==> src/sv/fas_pkg.sv <==
// Shared types, opcodes and sizing constants for the frame animation sequencer.
// No dependencies; every other file of the sequencer imports this package.
package fas_pkg;

    // Default sizing handed to the top level parameters.
    localparam int MAX_FRAMES_DEF = 64;
    localparam int TIME_BITS_DEF  = 32;

    // Fixed field widths of the two channels and of the register.
    localparam int OP_W       = 3;
    localparam int TIME_IN_W  = 32;
    localparam int INDEX_W    = 6;
    localparam int REPEAT_W   = 16;
    localparam int FRAME_W    = 6;
    localparam int RATIO_W    = 16;
    localparam int FCOUNT_W   = 7;

    // Ratio saturation value and the number of serial quotient steps.
    localparam logic [RATIO_W-1:0]  RATIO_MAX   = '1;
    localparam logic [REPEAT_W-1:0] REPEAT_MAX  = '1;
    localparam int                  DIV_STEPS   = RATIO_W - 1;
    localparam int                  DIV_CNT_W   = $clog2(DIV_STEPS);

    // Opcodes of an input beat.
    localparam logic [OP_W-1:0] OP_TICK      = 3'd0;
    localparam logic [OP_W-1:0] OP_START     = 3'd1;
    localparam logic [OP_W-1:0] OP_PAUSE     = 3'd2;
    localparam logic [OP_W-1:0] OP_UNPAUSE   = 3'd3;
    localparam logic [OP_W-1:0] OP_SET_FRAME = 3'd4;
    localparam logic [OP_W-1:0] OP_WRITE_DUR = 3'd5;

    // Status that the ratio divider returns to the control logic.
    typedef struct packed {
        logic               done;
        logic [RATIO_W-1:0] ratio;
    } div_result_t;

endpackage

==> src/sv/fas_dur_table.sv <==
// Frame duration table: one write port and one registered read port.
// Depends on fas_pkg for the default sizing.
module fas_dur_table
    import fas_pkg::*;
#(
    parameter int DEPTH = MAX_FRAMES_DEF,
    parameter int TW    = TIME_BITS_DEF
) (
    input  logic                     aclk,
    input  logic                     wr_en,
    input  logic [$clog2(DEPTH)-1:0] wr_addr,
    input  logic [TW-1:0]            wr_data,
    input  logic [$clog2(DEPTH)-1:0] rd_addr,
    output logic [TW-1:0]            rd_data
);

    logic [TW-1:0] mem [DEPTH];
    logic [TW-1:0] rd_data_reg;

    // Write port; contents are undefined until written.
    always_ff @(posedge aclk) begin
        if (wr_en) begin
            mem[wr_addr] <= wr_data;
        end
    end

    // Read port, registered every cycle.
    always_ff @(posedge aclk) begin
        rd_data_reg <= mem[rd_addr];
    end

    assign rd_data = rd_data_reg;

endmodule

==> src/sv/fas_ratio_div.sv <==
// Serial Q1.15 ratio divider: one quotient bit per cycle, saturating at the maximum.
// Depends on fas_pkg for the result struct and the step count.
module fas_ratio_div
    import fas_pkg::*;
#(
    parameter int TW = TIME_BITS_DEF
) (
    input  logic          aclk,
    input  logic          aresetn,
    input  logic          start,
    input  logic [TW-1:0] dividend,
    input  logic [TW-1:0] divisor,
    output div_result_t   result
);

    localparam logic [1:0] D_IDLE = 2'd0;
    localparam logic [1:0] D_PRE  = 2'd1;
    localparam logic [1:0] D_RUN  = 2'd2;

    logic [1:0]           state_reg;
    logic [DIV_CNT_W-1:0] cnt_reg;
    logic                 done_reg;
    logic [TW-1:0]        a_reg;
    logic [TW-1:0]        d_reg;
    logic [TW-1:0]        r_reg;
    logic [RATIO_W-1:0]   q_reg;
    logic                 sat_reg;

    logic                 pre_ge;
    logic                 pre_sat;
    logic [TW:0]          dbl;
    logic                 step_ge;
    logic [TW:0]          step_diff;

    // Integer bit: a zero divisor or a ratio of two or more saturates.
    assign pre_ge  = a_reg >= d_reg;
    assign pre_sat = (d_reg == '0) || ({1'b0, a_reg} >= {d_reg, 1'b0});

    // One fraction bit: compare the doubled remainder with the divisor.
    assign dbl       = {r_reg, 1'b0};
    assign step_ge   = dbl >= {1'b0, d_reg};
    assign step_diff = dbl - {1'b0, d_reg};

    // Sequencer of the divider: capture, integer step, then the fraction steps.
    always_ff @(posedge aclk) begin
        if (!aresetn) begin
            state_reg <= D_IDLE;
            done_reg  <= 1'b0;
            cnt_reg   <= '0;
        end else begin
            unique case (state_reg)
                D_IDLE: begin
                    done_reg <= 1'b0;
                    if (start) begin
                        a_reg     <= dividend;
                        d_reg     <= divisor;
                        state_reg <= D_PRE;
                    end
                end
                D_PRE: begin
                    sat_reg   <= pre_sat;
                    q_reg     <= {{(RATIO_W-1){1'b0}}, pre_ge};
                    r_reg     <= pre_ge ? (a_reg - d_reg) : a_reg;
                    cnt_reg   <= '0;
                    state_reg <= D_RUN;
                end
                D_RUN: begin
                    r_reg <= step_ge ? step_diff[TW-1:0] : dbl[TW-1:0];
                    q_reg <= {q_reg[RATIO_W-2:0], step_ge};
                    if (cnt_reg == DIV_CNT_W'(DIV_STEPS - 1)) begin
                        done_reg  <= 1'b1;
                        state_reg <= D_IDLE;
                    end else begin
                        cnt_reg <= cnt_reg + 1'b1;
                    end
                end
                default: begin
                    state_reg <= D_IDLE;
                end
            endcase
        end
    end

    assign result.done  = done_reg;
    assign result.ratio = sat_reg ? RATIO_MAX : q_reg;

endmodule

==> src/sv/frame_animation_sequencer_unit.sv <==
// Top level of the frame animation sequencer: control, state and output register.
// Depends on fas_pkg, fas_dur_table and fas_ratio_div.
//
//   channel | direction | handshake        | payload
//   s_      | in        | s_valid/s_ready  | opcode, elapsed_time, frame_index,
//           |           |                  | repeat_limit_in, duration_value
//   m_      | out       | m_valid/m_ready  | frame, frame_ratio, is_paused, repeats_done
//   cfg_    | in        | cfg_wr_en        | frame_count
//
// A running tick goes from acceptance through the serial divider, which produces one
// quotient bit per cycle, to its result beat; other opcodes skip the divider.
// Reset is synchronous and active low; the duration table is not cleared.
// A result waits in the output register while the next beat is accepted and
// processed; a finished item holds there until the output register is free.
module frame_animation_sequencer_unit
    import fas_pkg::*;
#(
    parameter int MAX_FRAMES = MAX_FRAMES_DEF,
    parameter int TIME_BITS  = TIME_BITS_DEF
) (
    input  logic                 aclk,
    input  logic                 aresetn,
    input  logic                 cfg_wr_en,
    input  logic [FCOUNT_W-1:0]  cfg_wr_data,
    input  logic                 s_valid,
    output logic                 s_ready,
    input  logic [OP_W-1:0]      s_opcode,
    input  logic [TIME_IN_W-1:0] s_elapsed_time,
    input  logic [INDEX_W-1:0]   s_frame_index,
    input  logic [REPEAT_W-1:0]  s_repeat_limit_in,
    input  logic [TIME_IN_W-1:0] s_duration_value,
    output logic                 m_valid,
    input  logic                 m_ready,
    output logic [FRAME_W-1:0]   m_frame,
    output logic [RATIO_W-1:0]   m_ratio,
    output logic                 m_paused,
    output logic [REPEAT_W-1:0]  m_repeats_done
);

    localparam int AW = $clog2(MAX_FRAMES);
    localparam int CW = (AW + 1 > FCOUNT_W) ? AW + 1 : FCOUNT_W;
    localparam int TW = TIME_BITS;

    localparam logic [1:0] S_IDLE = 2'd0;
    localparam logic [1:0] S_EXEC = 2'd1;
    localparam logic [1:0] S_WAIT = 2'd2;
    localparam logic [1:0] S_DONE = 2'd3;

    logic [1:0]          state_reg;
    logic [OP_W-1:0]     op_reg;
    logic [TW-1:0]       dt_reg;
    logic [INDEX_W-1:0]  idx_reg;
    logic [REPEAT_W-1:0] lim_in_reg;
    logic [TW-1:0]       dval_reg;

    logic [FCOUNT_W-1:0] fc_reg;
    logic [AW-1:0]       cur_frame_reg;
    logic [TW-1:0]       acc_reg;
    logic [RATIO_W-1:0]  ratio_reg;
    logic [REPEAT_W-1:0] rep_reg;
    logic [REPEAT_W-1:0] lim_reg;
    logic                paused_reg;

    logic                m_valid_reg;
    logic [FRAME_W-1:0]  m_frame_reg;
    logic [RATIO_W-1:0]  m_ratio_reg;
    logic                m_paused_reg;
    logic [REPEAT_W-1:0] m_rep_reg;

    logic [CW-1:0]       fc_ext;
    logic [CW-1:0]       eff_cnt;
    logic [CW-1:0]       idx_ext;
    logic [CW-1:0]       jump_frame;
    logic [CW-1:0]       cur_ext;
    logic                is_last;
    logic [TW:0]         sum_wide;
    logic [TW-1:0]       sum_sat;
    logic [REPEAT_W-1:0] rep_inc;
    logic                limit_hit;
    logic [TW-1:0]       dur_q;
    logic                acc_over;
    logic                wr_en;
    logic                div_start;
    logic                out_load;
    div_result_t         div_res;

    // Effective frame count: zero acts as one, large values clamp to the table size.
    assign fc_ext  = CW'(fc_reg);
    always_comb begin
        priority if (fc_ext == '0) begin
            eff_cnt = CW'(1);
        end else if (fc_ext > CW'(MAX_FRAMES)) begin
            eff_cnt = CW'(MAX_FRAMES);
        end else begin
            eff_cnt = fc_ext;
        end
    end

    // Frame for start and set frame, clamped to the last frame.
    assign idx_ext    = CW'(idx_reg);
    assign jump_frame = (idx_ext >= eff_cnt) ? (eff_cnt - CW'(1)) : idx_ext;

    // Frame position and saturating accumulator update.
    assign cur_ext  = CW'(cur_frame_reg);
    assign is_last  = (cur_ext + CW'(1)) >= eff_cnt;
    assign sum_wide = {1'b0, acc_reg} + {1'b0, dt_reg};
    assign sum_sat  = sum_wide[TW] ? '1 : sum_wide[TW-1:0];

    // Repeat bookkeeping for a move off the last frame.
    assign rep_inc   = (rep_reg == REPEAT_MAX) ? rep_reg : rep_reg + 1'b1;
    assign limit_hit = (lim_reg != '0) && (rep_inc >= lim_reg);
    assign acc_over  = acc_reg > dur_q;

    assign wr_en     = (state_reg == S_EXEC) && (op_reg == OP_WRITE_DUR) &&
                       (idx_ext < CW'(MAX_FRAMES));
    assign div_start = (state_reg == S_EXEC) && (op_reg == OP_TICK) && !paused_reg;
    assign out_load  = (state_reg == S_DONE) && (!m_valid_reg || m_ready);

    // Duration table, read at the current frame every cycle.
    fas_dur_table #(
        .DEPTH (MAX_FRAMES),
        .TW    (TW)
    ) u_dur_table (
        .aclk    (aclk),
        .wr_en   (wr_en),
        .wr_addr (AW'(idx_reg)),
        .wr_data (dval_reg),
        .rd_addr (cur_frame_reg),
        .rd_data (dur_q)
    );

    // Serial ratio divider on the new accumulator and the current duration.
    fas_ratio_div #(
        .TW (TW)
    ) u_ratio_div (
        .aclk     (aclk),
        .aresetn  (aresetn),
        .start    (div_start),
        .dividend (sum_sat),
        .divisor  (dur_q),
        .result   (div_res)
    );

    // Input capture at acceptance.
    always_ff @(posedge aclk) begin
        if (s_valid && s_ready) begin
            op_reg     <= s_opcode;
            dt_reg     <= TW'(s_elapsed_time);
            idx_reg    <= s_frame_index;
            lim_in_reg <= s_repeat_limit_in;
            dval_reg   <= TW'(s_duration_value);
        end
    end

    // Frame count register.
    always_ff @(posedge aclk) begin
        if (!aresetn) begin
            fc_reg <= FCOUNT_W'(1);
        end else if (cfg_wr_en) begin
            fc_reg <= cfg_wr_data;
        end
    end

    // Control sequence and animation state.
    always_ff @(posedge aclk) begin
        if (!aresetn) begin
            state_reg     <= S_IDLE;
            cur_frame_reg <= '0;
            acc_reg       <= '0;
            ratio_reg     <= '0;
            rep_reg       <= '0;
            lim_reg       <= '0;
            paused_reg    <= 1'b1;
        end else begin
            unique case (state_reg)
                S_IDLE: begin
                    if (s_valid) begin
                        state_reg <= S_EXEC;
                    end
                end
                S_EXEC: begin
                    state_reg <= div_start ? S_WAIT : S_DONE;
                    unique case (op_reg)
                        OP_TICK: begin
                            if (!paused_reg) begin
                                acc_reg <= sum_sat;
                            end
                        end
                        OP_START: begin
                            lim_reg       <= lim_in_reg;
                            rep_reg       <= '0;
                            cur_frame_reg <= AW'(jump_frame);
                            acc_reg       <= '0;
                            ratio_reg     <= '0;
                            paused_reg    <= 1'b0;
                        end
                        OP_PAUSE: begin
                            paused_reg <= 1'b1;
                        end
                        OP_UNPAUSE: begin
                            paused_reg <= 1'b0;
                        end
                        OP_SET_FRAME: begin
                            cur_frame_reg <= AW'(jump_frame);
                            acc_reg       <= '0;
                            ratio_reg     <= '0;
                        end
                        default: begin
                            // Duration writes go to the table; unused codes change nothing.
                        end
                    endcase
                end
                S_WAIT: begin
                    if (div_res.done) begin
                        state_reg <= S_DONE;
                        if (acc_over) begin
                            if (is_last) begin
                                rep_reg <= rep_inc;
                                if (limit_hit) begin
                                    paused_reg <= 1'b1;
                                    ratio_reg  <= div_res.ratio;
                                end else begin
                                    cur_frame_reg <= '0;
                                    acc_reg       <= '0;
                                    ratio_reg     <= '0;
                                end
                            end else begin
                                cur_frame_reg <= cur_frame_reg + 1'b1;
                                acc_reg       <= '0;
                                ratio_reg     <= '0;
                            end
                        end else begin
                            ratio_reg <= div_res.ratio;
                        end
                    end
                end
                S_DONE: begin
                    if (out_load) begin
                        state_reg <= S_IDLE;
                    end
                end
                default: begin
                    state_reg <= S_IDLE;
                end
            endcase
        end
    end

    // Output register holding one result beat.
    always_ff @(posedge aclk) begin
        if (!aresetn) begin
            m_valid_reg <= 1'b0;
        end else if (out_load) begin
            m_valid_reg <= 1'b1;
        end else if (m_ready) begin
            m_valid_reg <= 1'b0;
        end
    end

    always_ff @(posedge aclk) begin
        if (out_load) begin
            m_frame_reg  <= cur_ext[FRAME_W-1:0];
            m_ratio_reg  <= ratio_reg;
            m_paused_reg <= paused_reg;
            m_rep_reg    <= rep_reg;
        end
    end

    assign s_ready        = (state_reg == S_IDLE);
    assign m_valid        = m_valid_reg;
    assign m_frame        = m_frame_reg;
    assign m_ratio        = m_ratio_reg;
    assign m_paused       = m_paused_reg;
    assign m_repeats_done = m_rep_reg;

    // The divider only finishes while the control waits for it.
    assert property (@(posedge aclk) disable iff (!aresetn)
        div_res.done |-> (state_reg == S_WAIT))
        else $error("divider finished outside the wait state");

    // A paused tick never starts the divider and goes straight to the result.
    assert property (@(posedge aclk) disable iff (!aresetn)
        ((state_reg == S_EXEC) && (op_reg == OP_TICK) && paused_reg)
            |=> (state_reg == S_DONE))
        else $error("paused tick did not complete at once");

    // The repeat count changes only while an item is being executed.
    assert property (@(posedge aclk) disable iff (!aresetn)
        ((state_reg != S_WAIT) && (state_reg != S_EXEC)) |=> $stable(rep_reg))
        else $error("repeat count changed outside execution");

    // A new beat is only taken while no result is being prepared.
    assert property (@(posedge aclk) disable iff (!aresetn)
        (s_valid && s_ready) |=> (state_reg == S_EXEC))
        else $error("accepted beat did not enter execution");

endmodule
==> config.mk <==
export PLATFORM = sky130hd
export DESIGN_NAME = frame_animation_sequencer_unit
export DESIGN_NICKNAME = d
export VERILOG_FILES = /design/src/sv/fas_pkg.sv /design/src/sv/fas_dur_table.sv /design/src/sv/fas_ratio_div.sv /design/src/sv/frame_animation_sequencer_unit.sv
export SDC_FILE = /design/constraint.sdc
export NUM_CORES = 2
export LEC_CHECK = 0
export BUFFER_PORTS_ARGS = -buffer_cell sky130_fd_sc_hd__buf_4
export CORE_MARGIN = 2
export CORE_UTILIZATION = 40
export CTS_BUF_LIST = sky130_fd_sc_hd__clkbuf_8
export DETAILED_ROUTE_END_ITERATION = 8
export SLEW_MARGIN = 40
export SYNTH_ARGS = -nofsm -noshare
export SYNTH_HDL_FRONTEND = slang
export SYNTH_SLANG_ARGS = --single-unit
==> constraint.sdc <==
create_clock -name aclk -period 7.81 [get_ports aclk]
set_input_delay 0.781 -clock aclk [delete_from_list [all_inputs] [get_ports aclk]]
set_output_delay 0.781 -clock aclk [all_outputs]
set_load 0.01 [all_outputs]
Word level (Yosys, flattened, before mapping)
Memories as Yosys holds them, arrays and structs flattened. A register that Yosys moved wholly into a read port is not among the register bits.
Index checks and enable logic that the tools add are counted.
{ "classes": {"n_addsub": 8, "n_mul": 0, "div_mod_pow": 0, "n_lt_le_gt_ge": 9, "eq_ne": 27, "shifts": 0, "mux": 56, "bitwise": 0, "reduce_logical": 36} }
{ "ops": {"columns": ["cell", "count"], "rows": [
  ["32-bit 2-to-1 mux", 8],
  ["32-bit one-hot mux with 2 select lines", 3],
  ["16-bit 2-to-1 mux", 11],
  ["16-bit one-hot mux with 2 select lines", 3],
  ["32-bit subtractor", 2],
  ["6-bit 2-to-1 mux", 6],
  ["32-bit by 32-bit adder with 33-bit output", 1],
  ["32-bit by 33-bit greater-or-equal comparator with 1-bit output", 1],
  ["33-bit by 32-bit greater-or-equal comparator with 1-bit output", 1],
  ["32-bit greater-or-equal comparator", 1],
  ["32-bit greater-than comparator", 1],
  ["32-bit zero test", 1],
  ["16-bit by 1-bit adder with 16-bit output, second input constant", 1],
  ["16-bit == test, second input constant", 1],
  ["16-bit greater-or-equal comparator", 1],
  ["2-bit != test, second input constant", 8],
  ["16-bit nonzero test", 1],
  ["7-bit 2-to-1 mux", 2],
  ["6-bit one-hot mux with 2 select lines", 1],
  ["2-bit AND reduction", 6],
  ["6-bit AND reduction", 2],
  ["1-bit 2-to-1 mux", 10],
  ["2-bit 2-to-1 mux", 5],
  ["5-bit AND reduction", 2],
  ["31 further kinds", 57]
]} }
{ "totals": {"reg_bits": 345, "latch_bits": 0, "mem_bits_rw": 2048, "rom_bits": 0, "in_bits": 101, "output_inout_bits": 41, "wordCells": 163, "mem_count": 1} }
{ "memory_table": {"columns": ["name", "words", "width", "read_ports", "rd_ports_with_merged_regs", "write_ports", "line_no", "source"], "rows": [
  ["u_dur_table.mem", 64, 32, 1, 1, 1, "fas_dur_table.sv:17", "logic [TW-1:0] mem [DEPTH];"]
]} }

Longest topological paths before layout
{ "depth": {"ltp_word": 9, "ltp_mapped": 18, "mapped_depth_nobuf": 17} }

Modules after synthesis
A second synthesis with hierarchy kept.
{ "unflattened": {"cells_unflattened": 5339, "area_unflattened_um2": 99048.7} }
{ "modules_own_cells": {"columns": ["module", "instances", "cells_per_inst", "area_each_um2", "seq_area_each_um2"], "rows": [
  ["fas_dur_table", 1, 3323, 78502.8, 62139.6],
  ["frame_animation_sequencer_unit", 1, 1072, 11334.6, 5785.5],
  ["fas_ratio_div", 1, 944, 9211.3, 3533.4]
]} }

Worst setup path after synthesis
OpenSTA, ideal clock, no wires.
{ "synth_timing": {"path_type": "input-to-reg", "start": "input port aresetn", "end": "register u_ratio_div.a_reg[0], enable pin", "setup_time_ns": 0.565, "t_arrival_ns": 5.682, "required_time_ns": 7.245, "slack_ns": 1.563, "stages": 4, "path_buffers": 2, "path_cell_list": "clkbuf_1 -> inv_1 -> clkbuf_1 -> nor3_1"} }
{ "synth_between": {"elab_chain_cells": 1} }
{ "synth_lines": {"columns": ["element", "line_no", "source"], "rows": [
  ["from (decl)", "frame_animation_sequencer_unit.sv:22", "input logic aresetn,"],
  ["3-bit AND reduction (no line)", null, null],
  ["to (signal assigned)", "fas_ratio_div.sv:55", "a_reg <= dividend;"],
  ["to (decl)", "fas_ratio_div.sv:23", "logic [TW-1:0] a_reg;"]
]} }
No other way between the ends.
A chain may end at the register's enable or synchronous reset.

Final worst setup path
{ "layout_timing": {"start": "register rep_reg[3]", "end": "register acc_reg[30]"} }
{ "layout_between": {"elab_chain_cells": 6, "elab_cells_between_ends": 7, "cone_classes": "1 x add/sub; 1 x order compare; 2 x eq/ne; 1 x mux; 2 x reduce/logical"} }
{ "layout_lines": {"columns": ["element", "line_no", "source"], "rows": [
  ["from (decl)", "frame_animation_sequencer_unit.sv:60", "logic [REPEAT_W-1:0] rep_reg;"],
  ["from (signal assigned)", "frame_animation_sequencer_unit.sv:218", "rep_reg <= rep_inc;"],
  ["16-bit by 1-bit adder with 16-bit output / 16-bit == test (equally long branches)", "frame_animation_sequencer_unit.sv:110", "assign rep_inc = (rep_reg == REPEAT_MAX) ? rep_reg : rep_reg + 1'b1;"],
  ["16-bit 2-to-1 mux *", "frame_animation_sequencer_unit.sv:110", null],
  ["16-bit greater-or-equal comparator *", "frame_animation_sequencer_unit.sv:111", "assign limit_hit = (lim_reg != '0) && (rep_inc >= lim_reg);"],
  ["1-bit logical AND *", "frame_animation_sequencer_unit.sv:111", null],
  ["3-bit != test (no line) *", null, null],
  ["6-bit AND reduction (no line) *", null, null],
  ["to (signal assigned)", "frame_animation_sequencer_unit.sv:186", "acc_reg <= sum_sat;"],
  ["to (decl)", "frame_animation_sequencer_unit.sv:58", "logic [TW-1:0] acc_reg;"]
]} }
Every way passes the cells marked *; elsewhere a longest branch is shown, timed or not.

==> flow_metrics.py <==
metrics = {
    "run_status": {
        "outcome": "finished clean",
    },
    "floorplan": {
        "coreArea_um2": 245900,
        "die_y_um": 501.2,
        "fp.dieW_um": 501.2,
        "std_cell_rows": 182,
        "start_util_pct": 40.21,
        "die_area_um2": 251200,
        "num_io_pins": 142,
    },
    "setup_path": {
        "crit_end": "acc_reg[30]",
        "r2r_slack_ns": 2.99,
        "cp-startpoint": "rep_reg[3]",
        "critPathCaptureType": "flip-flop",
        "cp_max_fo": 31,
        "criticalPathCategory": "reg -> reg",
        "critPathLaunchType": "flip-flop",
        "required_ns": 8.77,
        "r2r_cells": 18,
        "r2r_start": "rep_reg[3]",
        "r2r-end": "acc_reg[30]",
        "worstPathArrival_ns": 5.78,
    },
    "cells_and_area": {
        "syn2layout_area_growth_pct": 14.34,
        "stdcell_area_um2": 113100,
        "drive_gt1_share_pct": 25.96,
        "n_fill_cell": 20657,
        "final_nets": 5955,
        "top_register": "u_dur_table.mem",
        "largest_reg_flops": 2048,
    },
    "route": {
        "vias": 52071,
        "drt_first_pass_iters": 5,
        "postRouteAntennaNets": 0,
        "wire_per_inst_um": 28.49,
        "drc_errors": 0,
        "wl_um": 261100,
        "vias_per_cell": 5.681,
        "dr.first_iter.drc_count": 5444,
    },
    "flow_run": {
        "drv_cap": 0,
    },
    "synthesis": {
        "synth.avg_cell_area_um2": 19.40,
        "synth_area_um2": 98880,
        "ys.flop_type": "edfxtp_1",
        "synth_common_cells": "2,289 x edfxtp_1, 661 x mux4_2, 210 x nand2_1",
        "synth.distinct_cells": 88,
        "synth_fp_nets": 5401,
        "synth_area_leaders": "edfxtp_1 70%, mux4_2 15%, dfxtp_1 2.8%",
        "ys_warn_count": 0,
        "yosysMostFrequentCell": "edfxtp_1",
        "yosysTopAreaCellShare_pct": 69.51,
        "ys_seq_elements": 2425,
        "synth_top_cell_by_area": "edfxtp_1",
        "synth-edff-count": 2289,
        "async_reset_ff_share_pct": 0,
        "ys_seq_area_share_pct": 72.27,
        "synthCells": 5097,
    },
    "clock_network": {
        "clkSlewWorstSetupHoldPaths_ns": 0.07,
        "cts_num_sinks": 2425,
        "insertion_delay_ns": 1.09,
        "cts_root_buffer": "clkbuf_8",
        "ctsResizeCount": 0,
        "ctsHtreeMaxLevel": 5,
        "cts_buffers": 408,
        "clk_path_buf_depth": 4,
        "cts_tree": "yes",
    },
    "sta": {
        "finalHoldViolations": 0,
        "finalSetupViolCount": 0,
        "worstMarginPinSlew_ns": 0.9123,
        "rsz0062_at_grt": "false",
        "fmax_mhz": 207.6,
        "finalClockSkew_ns": 0.1122,
        "slew_headroom_pct": 39.18,
        "min_period_ns": 4.817,
        "fin_crit_sh_pct": 61.68,
        "drv_slew": 0,
        "fin_ws_ns": 2.993,
        "setup-tns-final_ns": 0,
        "whs_ns": 0.1028,
    },
    "place": {
        "dp_hpwl_um": 146100,
        "numPortBuffers": 141,
        "dpl_cell_area_um2": 104800,
        "dp_slack_ns": 2.949,
        "gp_congestion": 0.8434,
    },
    "grt": {
        "grt.overflow.total": 0,
        "grt_antenna_before_repair": 8,
        "grt_pass1_wl_um": 371300,
        "grt_max_degree": 124,
        "grt_usage_pct": 20.52,
        "grt_pass1_vias": 53027,
    },
    "hold_path": {
        "min-delay-start": "cfg_wr_en",
        "holdCritPathClass": "in -> reg",
    },
    "power": {
        "irDropWorstVdd_uv": 270.9,
        "powerDensity_nw_per_um2": 308.7,
        "p_leak_nw": 36.69,
    },
}
## worst max-delay path, cell delays in order, from the launching register on
cell and delay [ns]:
dfxtp_1 0.47, and4_1 0.31, nand4_1 0.22, nor3_1 0.40, nand4_1 0.36, nand2b_1 0.33, nor2_1 0.10, xor2_1 0.15
ha_1 0.30, nand4_1 0.10, a21oi_1 0.16, nand2_1 0.07, o21ai_0 0.30, a21oi_1 0.19, or3b_1 0.48, a31oi_2 0.21
buf_4 0.35, o2bb2ai_1 0.16, a311o_1 0.12
## placed cells by master (no fill, tap or decap), drive strengths merged, types with 98 or more instances in the layout
cell	count
o21ai	125
nand2	211
dlygate4sd3	98
nor2	204
edfxtp	2289
clkinv	111
mux4	661
clkbuf	425
ha	200
inv	272
dfxtp	136
a21oi	178
buf	284
## report_power, final
group / switching (mW) / internal [mW]
Combinational: 4.89 / 3.87
Clock: 4.96 / 5.25
Sequential: 0.633 / 15.3
Total: 10.5 / 24.4
## cell families (layout without fill, tap and decap cells)
family                   count (synthesis)  in the layout  share of synthesized area [%]
buffers and inverters                  362           1205                          1.418
other                                    0              6                              0
AND/OR/NAND/NOR                        706            706                          3.394
XOR/XNOR                                87             87                         0.7706
adder cells (fa/ha/maj)                203            203                          2.591
flip-flops                            2425           2425                          72.27
AO/OA/AOI/OAI                          601            601                          3.961
multiplexers                           713            713                          15.60
## layer usage
| metal | track usage, % | part of all wire [%] | routed length (um) | vias to the layer above |
|---|---|---|---|---|
| met2 | 33.55 | 49 | 126800 | 2021 |
| met4 | 6.076 | 2.6 | 6726 | 0 |
| li1 | - | - | - | 22106 |
| met1 | 27.72 | 41 | 107800 | 27512 |
| met5 | 0 | 0 | 0 | - |
| met3 | 4.291 | 7.6 | 19720 | 432 |
## worst min-delay path by stage
stage                                 end  cells after the start  slack (ns)
finish                          fc_ext[6]                      3        0.10
global route                   paused_reg                      2        0.04
CTS                               m_valid                      4       0.004
detailed placement             m_ratio[5]                      0        0.42
global placement    u_ratio_div.d_reg[12]                      0        0.42
floorplan                      m_frame[2]                      0        0.41
## stage by stage
step	utilization (%)	std cells	total power, mW
after floorplan	-	5097	21.81
after global routing	45.97	9164	36.31
final	45.97	9166	34.90
after global placement	42.55	8352	24.89
after CTS	45.92	9154	35.25
after detailed placement	42.60	8357	24.99
## layout make-up
type / instances / area [um2] / share of cell area (%)
Antenna cell: 6 / 15.01 / 0.01328
Tap cell: 3220 / 4029 / 3.564
Clock inverter: 274 / 1335 / 1.181
Timing Repair Buffer: 382 / 3336 / 2.950
Inverter: 124 / 465.4 / 0.4117
Sequential cell: 2425 / 71480 / 63.23
Clock buffer: 425 / 5849 / 5.174
Multi-Input combinational cell: 2310 / 26550 / 23.48
## timing repair
action	CTS	global route
hold buffers	98	0
setup endpoints to repair	0	0
endpoints found under the hold margin	96	0
buffers inserted	0	0
Power figures use the tool's default switching activity.
